### config.mk
export PLATFORM = sky130hd
export DESIGN_NAME = smah_div
export DESIGN_NICKNAME = d
export VERILOG_FILES = /design/src/rtl/smah_pkg.sv /design/src/rtl/smah_div.sv
export SDC_FILE = /design/constraint.sdc
export NUM_CORES = 1
export LEC_CHECK = 0
export BUFFER_PORTS_ARGS = -buffer_cell sky130_fd_sc_hd__buf_2
export CAP_MARGIN = 20
export CORE_MARGIN = 2
export CORE_UTILIZATION = 45
export DETAILED_ROUTE_END_ITERATION = 16
export GPL_TIMING_DRIVEN = 0
export PLACE_DENSITY = 0.77
export SYNTH_ARGS = -nofsm -noshare
export SYNTH_HDL_FRONTEND = slang
export SYNTH_SLANG_ARGS = --single-unit
### constraint.sdc
create_clock -name clk -period 6.97 [get_ports clk]
set_input_delay 0.3485 -clock clk [delete_from_list [all_inputs] [get_ports clk]]
set_output_delay 0.3485 -clock clk [all_outputs]
set_load 0.05 [all_outputs]
### src/rtl/smah_pkg.sv
// Shared constants for the stereo moving-average high-pass block.
package smah_pkg;

    localparam int RING_DEPTH   = 1024;
    localparam int ADDR_BITS    = 10;
    localparam int SAMPLE_BITS  = 16;
    localparam int OUT_BITS     = SAMPLE_BITS + 1;
    localparam int SUM_BITS     = 26;
    localparam int WIN_BITS     = 11;
    localparam int WIN_RESET    = 31;
    localparam int S_TDATA_BITS = 2 * SAMPLE_BITS;
    localparam int M_TDATA_BITS = 40;
    localparam int RAM_BITS     = 2 * SAMPLE_BITS;

    localparam logic ACT_PROCESS = 1'b0;
    localparam logic ACT_FLUSH   = 1'b1;

endpackage

### src/rtl/smah_div.sv
// Bit-serial restoring divider: signed sum over unsigned window, truncated toward zero.
module smah_div
    import smah_pkg::*;
(
    input  logic                       clk,
    input  logic                       rst_n,
    input  logic                       start,
    input  logic signed [SUM_BITS-1:0] dividend,
    input  logic [WIN_BITS-1:0]        divisor,
    output logic                       busy,
    output logic signed [SUM_BITS-1:0] quotient
);

    localparam int CNT_BITS = $clog2(SUM_BITS + 1);

    logic                  busy_reg, busy_next;
    logic                  neg_reg, neg_next;
    logic [CNT_BITS-1:0]   cnt_reg, cnt_next;
    logic [SUM_BITS-1:0]   mag_reg, mag_next;
    logic [WIN_BITS-1:0]   rem_reg, rem_next;
    logic [WIN_BITS-1:0]   dvs_reg, dvs_next;
    logic [WIN_BITS:0]     rem_sh;
    logic [WIN_BITS:0]     rem_sub;

    assign rem_sh  = {rem_reg, mag_reg[SUM_BITS-1]};
    assign rem_sub = rem_sh - {1'b0, dvs_reg};

    always_comb
    begin
        busy_next = busy_reg;
        neg_next  = neg_reg;
        cnt_next  = cnt_reg;
        mag_next  = mag_reg;
        rem_next  = rem_reg;
        dvs_next  = dvs_reg;
        if (start)
        begin
            busy_next = 1'b1;
            neg_next  = dividend[SUM_BITS-1];
            mag_next  = dividend[SUM_BITS-1] ? SUM_BITS'(-dividend) : SUM_BITS'(dividend);
            rem_next  = '0;
            dvs_next  = divisor;
            cnt_next  = CNT_BITS'(SUM_BITS);
        end
        else if (busy_reg)
        begin
            // one quotient bit per cycle, shifted into the dividend register
            if (rem_sh >= {1'b0, dvs_reg})
            begin
                rem_next = rem_sub[WIN_BITS-1:0];
                mag_next = {mag_reg[SUM_BITS-2:0], 1'b1};
            end
            else
            begin
                rem_next = rem_sh[WIN_BITS-1:0];
                mag_next = {mag_reg[SUM_BITS-2:0], 1'b0};
            end
            cnt_next = cnt_reg - 1'b1;
            if (cnt_reg == CNT_BITS'(1))
            begin
                busy_next = 1'b0;
            end
        end
    end

    always_ff @(posedge clk or negedge rst_n)
    begin
        if (!rst_n)
        begin
            busy_reg <= 1'b0;
            neg_reg  <= 1'b0;
            cnt_reg  <= '0;
            mag_reg  <= '0;
            rem_reg  <= '0;
            dvs_reg  <= '0;
        end
        else
        begin
            busy_reg <= busy_next;
            neg_reg  <= neg_next;
            cnt_reg  <= cnt_next;
            mag_reg  <= mag_next;
            rem_reg  <= rem_next;
            dvs_reg  <= dvs_next;
        end
    end

    assign busy     = busy_reg;
    assign quotient = neg_reg ? -$signed(mag_reg) : $signed(mag_reg);

endmodule

* Yosys cells after proc, flatten, opt, wreduce, memory -nomap -nowiden
Index checks and enable logic that the tools add are counted.
** Word-level totals
- Output and inout port bits :: 27
- Bits of input ports :: 40
- Word-level logic and storage cells :: 26
- Flip-flop bits (word level) :: 55
** Cells by class
- Add/subtract/negate cells :: 4
- Reduce and logical (&&, ||, !) cells :: 1
- Eq/ne operators :: 1
- Mux-type cells :: 13
- Magnitude comparators :: 1
** Operators by type and width (count)
- 2-to-1 mux 26 bit :: 4
- negation 26 bit :: 2
- 2-to-1 mux 11 bit :: 3
- >= comparator 12 x 11 -> 1 bit :: 1
- subtractor 11 bit :: 1
- 2-to-1 mux 5 bit :: 2
- equality test 5 x 1 -> 1 bit, second input constant :: 1
- subtractor 5 x 1 -> 5 bit, second input constant :: 1
- 2-to-1 mux 1 bit :: 4
- nonzero test 2 bit :: 1

* Longest topological paths before layout
Gate-level depths: netlist (run 1).
- Word-level depth :: 4
- Gate-level depth with buffers :: 11
- Mapped depth without buffers :: 10

* Worst setup path before layout (run 1)
Ideal clock, no wire load.
- Path type :: register to output
- Start point :: register mag_reg[5]
- End point :: output port quotient[17]
- Path slack :: 4360 ps
- Data required time :: 6622 ps
- Buffers on the path :: 0
- Cell stages (with the launch flop) :: 6
- Arrival :: 2262 ps
- Cells stage by stage :: dfrtp_1 -> or3_4 -> or4_4 -> or2_4 -> o41ai_4 -> xnor2_1
** On the way
- Word-level cells in the longest chain between the ends :: 2
** RTL lines
- start, declared :: RTL line smah_div.sv:19 : logic [SUM_BITS-1:0] mag_reg, mag_next;
- start signal, assigned :: RTL line smah_div.sv:82 : mag_reg <= mag_next;
- negation 26 bit :: RTL line smah_div.sv:89 : assign quotient = neg_reg ? -$signed(mag_reg) : $signed(mag_reg);
- 2-to-1 mux 26 bit :: RTL line smah_div.sv:89
- end, declared :: RTL line smah_div.sv:11 : output logic signed [SUM_BITS-1:0] quotient
Every way passes these cells.

* Final worst setup path (run 1)
- Start point :: register mag_reg[0]
- End point :: output port quotient[16]
The elaborated chain is that of the path after synthesis.

==> metrics, run 1 <==
die width around 99 um; Vias/cell approximately 5.8; Worst R2R Setup Slack around 4.0 ns; EDFF count, synth 0; Internal ~710 uW; fillers between 800 and 900; max_cap viols 0; Hold Violations, Final 0; RR Endpoint rem_reg[6]$_DFFE_PN0P_; worst skew pair latency about 0.31 ns; core box area 0.00872 mm^2; Die Span Y 98.9 um; CTS Root Cell clkbuf_8; combinational share of power 0.535; initial core utilization 0.465; largest family of logic cells by synthesized area compound AO/OA/AOI/OAI gates; worst hold margin about 0.024 ns; actual transition at the worst max-transition pin ~0.76 ns; Reg clk slew, reported paths ~0.10 ns; Hold Crit Class input pin to asynchronous set/reset pin; outcome finished clean; CP Launch Type flip-flop; max frequency ~330 MHz; depth of the worst register-to-register path 11; syn_nets ~530; GR Overflow Total 0; Yosys reg bits 55; Most used DFF post-synth dfrtp_1; max FFs per register 26; Adder-Cell Fraction of Synth Area 0.0512; Cell variety after synth 52; crit path launch mag_reg[0]$_DFFE_PN0P_; CTS Sinks between 50 and 60; end of the critical path quotient[16]; cts repair resizes 0; register area share after synthesis 0.339; post-synthesis compound-gate area fraction 0.213; CP Data Required Time 6.62 ns; Crit. End Element output port; Final Skew approximately 0.008 ns; Crit Path Max Fanout 5; setup ws final between 3 and 4 ns; CTS Buf Count 5; clock buffer depth 2; Detail Route Antenna Nets 0; setup repair bufs after CTS 0; vias in the first global route ~3800; Post-DP HPWL about 8300 um; mux share of post-synthesis cell area 0.0376; DRC 0; sequential share of power 0.331; Port Buffers 64; Iter 0 DRT Violations 200; Slew Viols, Final 0; Syn Area/Cell roughly 8.6 um^2; switching share of power 0.466; Tcrit/Tclk final 0.434; ys async rst share 1.00; cell area after synthesis between 0.004 and 0.005 mm^2; Synth Warn # 0; first-pass GRT wire length about 18000 um; simple-gate area share of the yosys netlist 0.186; Setup WS pre-CTS a little under 4 ns; via count between 3000 and 4000; # setup viols final 0; minimum clock period 3.03 ns; I/O Pins between 60 and 70; Power Density 286 mW/mm^2; setup TNS 0 ns; initial antenna violation count 0; Post-CTS Hold Buffers 0; die area a little under 0.01 mm^2; gp weighted congestion about 0.89; n_diodes 0; nets@finish approximately 600; RSZ-0062 raised after global routing false; Psw between 600 and 700 uW; Leak Pwr just over 0.002 uW; CTS tree built; crit path DAT ~2.7 ns; TritonRoute pass-1 iters 4; max_slew headroom 0.489; Synth Area in XOR/XNOR 0.125; ratio of cells with drive above 1 in the final layout 0.160; num rows 34; Avg WL per Cell around 17 um; VDD IR-drop max 0.000140 V; Final Util 0.529; DRT Wirelength around 11000 um; Crit Reg-Reg Startpoint mag_reg[25]$_DFFE_PN0P_; CTS H-tree depth 2; CP Class flip-flop to output port; Layout area overhead 13.7%; pin count of the biggest net entering global routing 33; GRT Total Usage 0.229; cell count after synthesis around 470; Clk pwr share 0.134
metal layers:
layer  wire [um]  part of all wire  track usage
met1        4890              0.45        0.314
met2        5260              0.49        0.381
met3         539             0.050       0.0333
met4         129             0.012       0.0590
met5           0                 0            0
how the worst min path moves through the flow:
| stage | slack, ns | to | cells after the start |
|---|---|---|---|
| global placement | 0.50 | dvs_reg[0]$_DFFE_PN0P_ | 1 |
| finish | 0.02 | dvs_reg[6]$_DFFE_PN0P_ | 1 |
| global route | 0.05 | dvs_reg[6]$_DFFE_PN0P_ | 1 |
| CTS | 0.04 | dvs_reg[6]$_DFFE_PN0P_ | 1 |
| floorplan | 0.05 | busy$_DFF_PN0_ | 0 |
| detailed placement | 0.38 | dvs_reg[6]$_DFFE_PN0P_ | 1 |
power by group through the flow:
stage          sequential (uW)  combinational, uW  clock [uW]
2_1_floorplan              422                549           0
3_3_place_gp               438                676           0
3_5_place_dp               441                699           0
4_1_cts                    435                703         179
5_1_grt                    445                775         190
6_report                   437                707         177
kinds of logic (layout without fill, tap and decap cells):
kind of cell               after synthesis  after routing
xor gates and xnor gates                58             58
adders and majority gates               16             16
DFF                                     55             55
buffers and inverters                   49            122
AOI/OAI and AO/OA                      131            131
and+or+nand+nor                        147            147
muxes                                   15             15
cell usage after synthesis, types with 3 or more instances:
master     n  area [um^2]
clkbuf_1  22         82.6
o21a_1     4         30.0
or4_4      3         33.8
nor2_1    21         78.8
nor3_1     3         15.0
or3_1      5         31.3
nand3_1    5         25.0
o211ai_1   4         30.0
dfrtp_1   55         1380
mux2i_1   13          130
or4_1      4         30.0
a211oi_1  17          128
inv_1     22         82.6
ha_1      15          188
nand4_1    3         18.8
a21oi_1   23          115
xor2_1    17          149
xnor2_1   41          359
nand2_1   59          221
nor4_1     4         25.0
a21o_1     3         22.5
a311oi_1   8         70.1
o41ai_1    5         43.8
o21ai_0   41          205
nand2b_1  12         75.1
a31oi_1    3         18.8
o31ai_1   11         82.6
o21ai_1    3         15.0
nor2b_1   15         93.8
final cells by class:
class / count / area, um^2 / share of cell area
Buffer: 27 / 108 / 0.0233
Clock buffer: 7 / 76.3 / 0.0165
Tap cell: 108 / 135 / 0.0293
Timing Repair Buffer: 65 / 340 / 0.0738
Inverter: 22 / 82.6 / 0.0179
Multi-Input combinational cell: 367 / 2490 / 0.540
Sequential cell: 55 / 1380 / 0.298
Clock inverter: 1 / 5.00 / 0.00108
cell usage in the layout, fill, tap and decap left out, types with 13 or more instances in the layout:
cell	Yosys	final
nor2b_1	15	15
nand2_1	59	59
buf_2	1	65
a211oi_1	17	17
o21ai_0	41	41
clkbuf_1	22	24
xnor2_1	41	41
xor2_1	17	17
ha_1	15	15
inv_1	22	22
mux2i_1	13	13
dfrtp_1	55	55
a21oi_1	23	23
nor2_1	21	21
critical path, stage by stage (launching register included):
cell,delay [ns]
dfrtp_1,0.44
inv_1,0.09
ha_1,0.17
nand2b_1,0.10
or4_1,0.57
or2_1,0.28
o31ai_1,0.28
xnor2_1,0.15
buf_2,0.28
metrics by stage:
stage	instance area (um^2)	power [uW]	std cells
final	4610	1320	652
after global routing	4610	1410	652
after CTS	4610	1320	652
after detailed placement	4530	1140	644
after global placement	4510	1110	643
after floorplan	4060	971	471
Note: power is estimated with default switching activity, not from simulation.
==> run 2, diff against run 1 <==
- clock period: 6.97 -> 3 ns (I/O delays scaled with it)
==> metrics, run 2 (same netlist as run 1, synthesis figures left out) <==
n_diodes 0 (unchanged); VDD IR-drop max 0.000337 V (+140%); Slew Viols, Final 0 (unchanged); via count 3788 (+0.88%); GRT Max-Usage Layer met2; combinational share of power 0.545 (+0.010); CTS tree built; Reg clk slew, reported paths 0.10 ns (about the same); Vias/cell 5.79 (+0.57%); nets@finish 601 (+0.33%); Clk pwr share 0.131 (-0.003); actual transition at the worst max-transition pin 0.691 ns (-0.0699 ns); setup TNS 0 ns (unchanged); Crit. End Element output port; max FFs per register 26 (unchanged); Layout area overhead 14.9%; CTS Root Cell clkbuf_8; Hold Violations, Final 0 (unchanged); CTS Sinks 55 (unchanged); DRC 0 (unchanged); core box area 0.00872 mm^2 (unchanged); final std cells w/o fill 654 (+0.31%); num rows 34 (unchanged); die width 98.9 um (unchanged); met3 Use GR 0.0333 (unchanged); CP Data Required Time 2.85 ns (-3.77 ns); TritonRoute pass-1 iters 5 (+1); CP Class flip-flop to output port; DRT Wirelength 10900 um (+1.0%); CTS Buf Count 5 (unchanged); initial core utilization 0.465 (unchanged); initial antenna violation count 0 (unchanged); Detail Route Antenna Nets 0 (unchanged); Avg WL per Cell 16.7 um (+0.72%); Crit Path Max Fanout 5 (unchanged); outcome finished clean; max_slew headroom 0.539 (+0.0500); Final Skew 0.00971 ns (+0.00156 ns); Tcrit/Tclk final 0.941; clock buffer depth 2 (unchanged); Hold Crit Class input pin to flip-flop; max_cap viols 0 (unchanged); RSZ-0062 raised after global routing true; worst hold margin 0.0369 ns (+0.0126 ns); Die Span Y 98.9 um (unchanged); sequential share of power 0.324 (-0.007); minimum clock period ~2.8 ns; Iter 0 DRT Violations 188 (-6.0%); Psw 1460 uW (+140%); Port Buffers 64 (unchanged); first-pass GRT wire length 18500 um (+0.19%); I/O Pins 67 (unchanged); ratio of cells with drive above 1 in the final layout 0.168 (+0.00857); Post-DP HPWL 8290 um (unchanged); Internal 1670 uW (+140%); vias in the first global route 3780 (+0.35%); placed cells 644 (unchanged); # setup viols final 0 (unchanged); commonest non-fill, non-tap cells in the layout buf_2, nand2_1, dfrtp_1; Leak Pwr 0.00203 uW (+0.79%); crit path DAT 2.67 ns (about the same); GR Overflow Total 0 (unchanged); commonest non-fill, non-tap cell in the layout buf_2; switching share of power 0.466 (about the same); gp weighted congestion 0.887 (unchanged); worst skew pair latency 0.31 ns (about the same); die area 0.00979 mm^2 (unchanged); CP Launch Type flip-flop; Power Density 672 mW/mm^2 (+130%); Global Route met2 Usage 0.382 (+0.000520); fillers 813 (unchanged); GRT Total Usage 0.229 (+0.000298); CTS H-tree depth 2 (unchanged); Final Power 3130 uW (+140%); pin count of the biggest net entering global routing 33 (unchanged); met1 GRT Util 0.314 (+0.000449); max frequency between 300 and 400 MHz
[run 2: cell types whose count changed in the layout (fill, tap and decap cells not counted), sizes merged]
cell	change
clkbuf	+3
buf	-2
dlygate4sd3	+1
[run 2: layout make-up]
type | instances | area (um^2) | share of cell area
multi-input combinational | 367 | 2510 | 0.539
sequential | 55 | 1380 | 0.295
timing repair buffer | 67 | 363 | 0.0779
tap | 108 | 135 | 0.0290
buffer | 27 | 110 | 0.0236
inverter | 22 | 82.6 | 0.0177
clock buffer | 7 | 76.3 | 0.0164
clock inverter | 1 | 5.00 | 0.00107
[run 2: per-stage QoR]
step / cell area, um^2 / worst slack (ns) / util
after global placement: 4510 / 0.110 / 0.517
after floorplan: 4060 / 0.497 / -
after CTS: 4630 / 0.0324 / 0.531
after detailed placement: 4530 / -0.00139 / 0.520
after global routing: 4660 / -0.000699 / 0.534
final: 4660 / 0.178 / 0.534
[run 2: final timing paths]
path / slack, ns / start / end / cells after the start
worst max-delay path: 0.18 / mag_reg[0]$_DFFE_PN0P_ / quotient[24] / 9
worst min-delay path: 0.04 / divisor[4] / dvs_reg[4]$_DFFE_PN0P_ / 3
worst max register to register: 0.24 / mag_reg[25]$_DFFE_PN0P_ / rem_reg[6]$_DFFE_PN0P_ / 11
worst min register to register: 0.54 / dvs_reg[9]$_DFFE_PN0P_ / dvs_reg[9]$_DFFE_PN0P_ / 2
max in group asynchronous: 2.03 / rst_n / mag_reg[5]$_DFFE_PN0P_ / 3
min in group asynchronous: 0.37 / rst_n / dvs_reg[6]$_DFFE_PN0P_ / 2
[run 2: routing by layer]
metal / routed length [um] / share of wire / vias to the layer above
met5: 0 / 0 / -
met4: 190 / 0.017 / 0
met3: 527 / 0.048 / 18
met2: 5310 / 0.49 / 119
met1: 4890 / 0.45 / 1837
li1: - / - / 1814
[run 2: power groups by stage]
stage / clock [uW] / sequential, uW / combinational [uW]
2_1_floorplan: 0 / 981 / 1270
3_3_place_gp: 0 / 1020 / 1570
3_5_place_dp: 0 / 1030 / 1620
4_1_cts: 416 / 1010 / 1640
5_1_grt: 441 / 1030 / 1860
6_report: 411 / 1010 / 1710
[run 2: worst max-delay path, stage by stage, from the launching register on]
cell	delay (ns)
dfrtp_1	0.44
inv_1	0.09
ha_1	0.17
nand2b_1	0.10
or4_1	0.57
nor2_1	0.14
nand2_1	0.14
o21ai_0	0.28
xnor2_1	0.16
buf_2	0.29
[run 2: what timing repair did]
item / 4_1_cts / 5_1_grt
gates resized for setup: 1 / 7
endpoints found under the hold margin: 23 / 0
buffers inserted: 0 / 1
endpoints found under the setup margin: 1 / 13
hold buffers: 1 / 0
pin swaps: 0 / 2
==> run 3, diff against run 2 <==
- CTS_BUF_LIST: not set -> sky130_fd_sc_hd__clkbuf_16
==> metrics, run 3 (same netlist as run 1, synthesis figures left out) <==
initial antenna violation count 0 (unchanged); core box area 0.00872 mm^2 (unchanged); placed cell area 0.00453 mm^2 (unchanged); num rows 34 (unchanged); initial core utilization 0.465 (unchanged); switching share of power 0.452 (-0.0142); via count 3811 (+0.61%); worst skew pair latency 0.30 ns (about the same); gp weighted congestion 0.887 (unchanged); Setup WS pre-CTS -0.00139 ns (unchanged); Crit. End Element flip-flop; max frequency 354 MHz (-0.23%); max_slew headroom 0.563 (+0.0235); Clk pwr share 0.174 (+0.043); Internal 1810 uW (+8.1%); CP peak stage delay 0.46 ns (-0.11 ns); Iter 0 DRT Violations 185 (-1.6%); CP Data Required Time 3.20 ns (+0.35 ns); CTS Sinks 55 (unchanged); cell breakdown of the critical path inv_1 -> ha_1 -> inv_1 -> fa_1 -> a211oi_2 -> o21ai_0 -> a31oi_2 -> o21a_1 -> clkbuf_4 -> nand2_1 -> a311oi_2; DRT Wirelength 11000 um (+1.2%); CTS Buf Count 5 (unchanged); actual transition at the worst max-transition pin 0.656 ns (-0.0353 ns); Psw 1490 uW (+2.1%); depth of the worst register-to-register path 11 (unchanged); TritonRoute pass-1 iters 5 (unchanged); Crit Path Max Fanout 10 (+5); CP Class flip-flop to flip-flop; Final Cell Area 0.00471 mm^2 (+1.1%); Worst R2R Setup Slack 0.17 ns (-0.07 ns); VDD IR-drop max 0.000301 V (-11%); outcome finished clean; CP Launch Type flip-flop; Tcrit/Tclk final 0.943 (+0.00217); Leak Pwr 0.00207 uW (+1.6%); CTS Root Cell clkbuf_16; min-delay src divisor[10]; hold worst-path end dvs_reg[10]$_DFFE_PN0P_; die width 98.9 um (unchanged); commonest non-fill, non-tap cell in the layout buf_2; DRC 0 (unchanged); Hold Crit Class input pin to flip-flop; pin count of the biggest net entering global routing 33 (unchanged); n_diodes 0 (unchanged); vias in the first global route 3785 (+0.13%); Power Density 700 mW/mm^2 (+4.1%); Post-DP HPWL 8290 um (unchanged); max_cap viols 0 (unchanged); nets@finish 601 (unchanged); Top delay family on crit path compound AO/OA/AOI/OAI gates; crit path DAT 3.02 ns (+0.35 ns); max FFs per register 26 (unchanged); Avg WL per Cell 16.9 um (+1.2%); CTS H-tree depth 2 (unchanged); die area 0.00979 mm^2 (unchanged); CP bufs+invs 3 (+1); Hold Crit Depth 3 (unchanged); RR Endpoint rem_reg[6]$_DFFE_PN0P_; CTS tree built; Hold Violations, Final 0 (unchanged); Vias/cell 5.83 (+0.61%); ratio of cells with drive above 1 in the final layout 0.168 (unchanged); Layout area overhead 16.1%; Reg clk slew, reported paths 0.07 ns (-0.03 ns); worst hold margin 0.0585 ns (+0.0216 ns); # setup viols final 0 (unchanged); setup ws final 0.172 ns (-0.00650 ns); Final Skew 0.00512 ns (-0.00460 ns); Detail Route Antenna Nets 0 (unchanged); Die Span Y 98.9 um (unchanged); Slew Viols, Final 0 (unchanged); GR Overflow Total 0 (unchanged); clock buffer depth 2 (unchanged); commonest non-fill, non-tap cells in the layout buf_2, nand2_1, dfrtp_1; most common cell type on the critical path inv_1; sequential share of power 0.308 (-0.016); GRT Total Usage 0.232 (+0.00247); CP max-delay cell dfrtp_1; Crit Reg-Reg Startpoint mag_reg[25]$_DFFE_PN0P_; combinational share of power 0.517 (-0.028); minimum clock period 2.83 ns (+0.00650 ns); Port Buffers 64 (unchanged); first-pass GRT wire length 18500 um (+0.41%); I/O Pins 67 (unchanged)
-- run 3: stage by stage --
step | total power, uW | instances | utilization | TNS [ns]
finish | 3300 | 654 | 0.540 | 0
global route | 3510 | 654 | 0.540 | -0.124
CTS | 3240 | 653 | 0.537 | 0
detailed placement | 2650 | 644 | 0.520 | -0.00139
global placement | 2590 | 643 | 0.517 | 0
floorplan | 2260 | 471 | - | 0
-- run 3: how the worst max path moves through the flow --
stage	from	end	depth (start not counted)
after detailed placement	mag_reg[25]$_DFFE_PN0P_	rem_reg[6]$_DFFE_PN0P_	11
final	mag_reg[25]$_DFFE_PN0P_	rem_reg[6]$_DFFE_PN0P_	11
after global placement	mag_reg[25]$_DFFE_PN0P_	rem_reg[7]$_DFFE_PN0P_	11
after global routing	mag_reg[25]$_DFFE_PN0P_	rem_reg[7]$_DFFE_PN0P_	11
after CTS	mag_reg[25]$_DFFE_PN0P_	rem_reg[6]$_DFFE_PN0P_	11
after floorplan	mag_reg[25]$_DFFE_PN0P_	rem_reg[9]$_DFFE_PN0P_	11
-- run 3: layer usage --
layer / vias up / part of all wire / global-route usage
met2: 119 / 0.48 / 0.379
met5: - / 0 / 0
met4: 0 / 0.021 / 0.0685
li1: 1811 / - / -
met1: 1859 / 0.44 / 0.313
met3: 22 / 0.060 / 0.0447
-- run 3: power by group through the flow --
stage               registers (uW)  clock network [uW]  logic [uW]
global placement              1020                   0        1570
global route                  1030                 609        1860
CTS                           1010                 584        1640
finish                        1020                 574        1710
floorplan                      981                   0        1270
detailed placement            1030                   0        1620
-- run 3: layout make-up --
cell class              instances  area, um^2
plain buffers                  27         110
clock buffers                   5         125
clock inverters                 3        12.5
fillers                       810        4010
inverters                      22        82.6
multi-input cells             367        2510
flip-flops and latches         55        1380
well taps                     108         135
repair buffers                 67         358
-- run 3: what timing repair did --
item	in CTS	in global routing
buffers inserted	0	1
endpoints found under the setup margin	1	11
pin swaps	0	2
endpoints found under the hold margin	23	0
hold buffers	1	0
gates resized for setup	1	4
-- run 3: worst reg2reg max path: stages (launching register included) --
cell and delay [ns]:
dfrtp_1 0.46, inv_1 0.09, ha_1 0.16, inv_1 0.06
fa_1 0.42, a211oi_2 0.27, o21ai_0 0.17, a31oi_2 0.32
o21a_1 0.21, clkbuf_4 0.22, nand2_1 0.08, a311oi_2 0.27
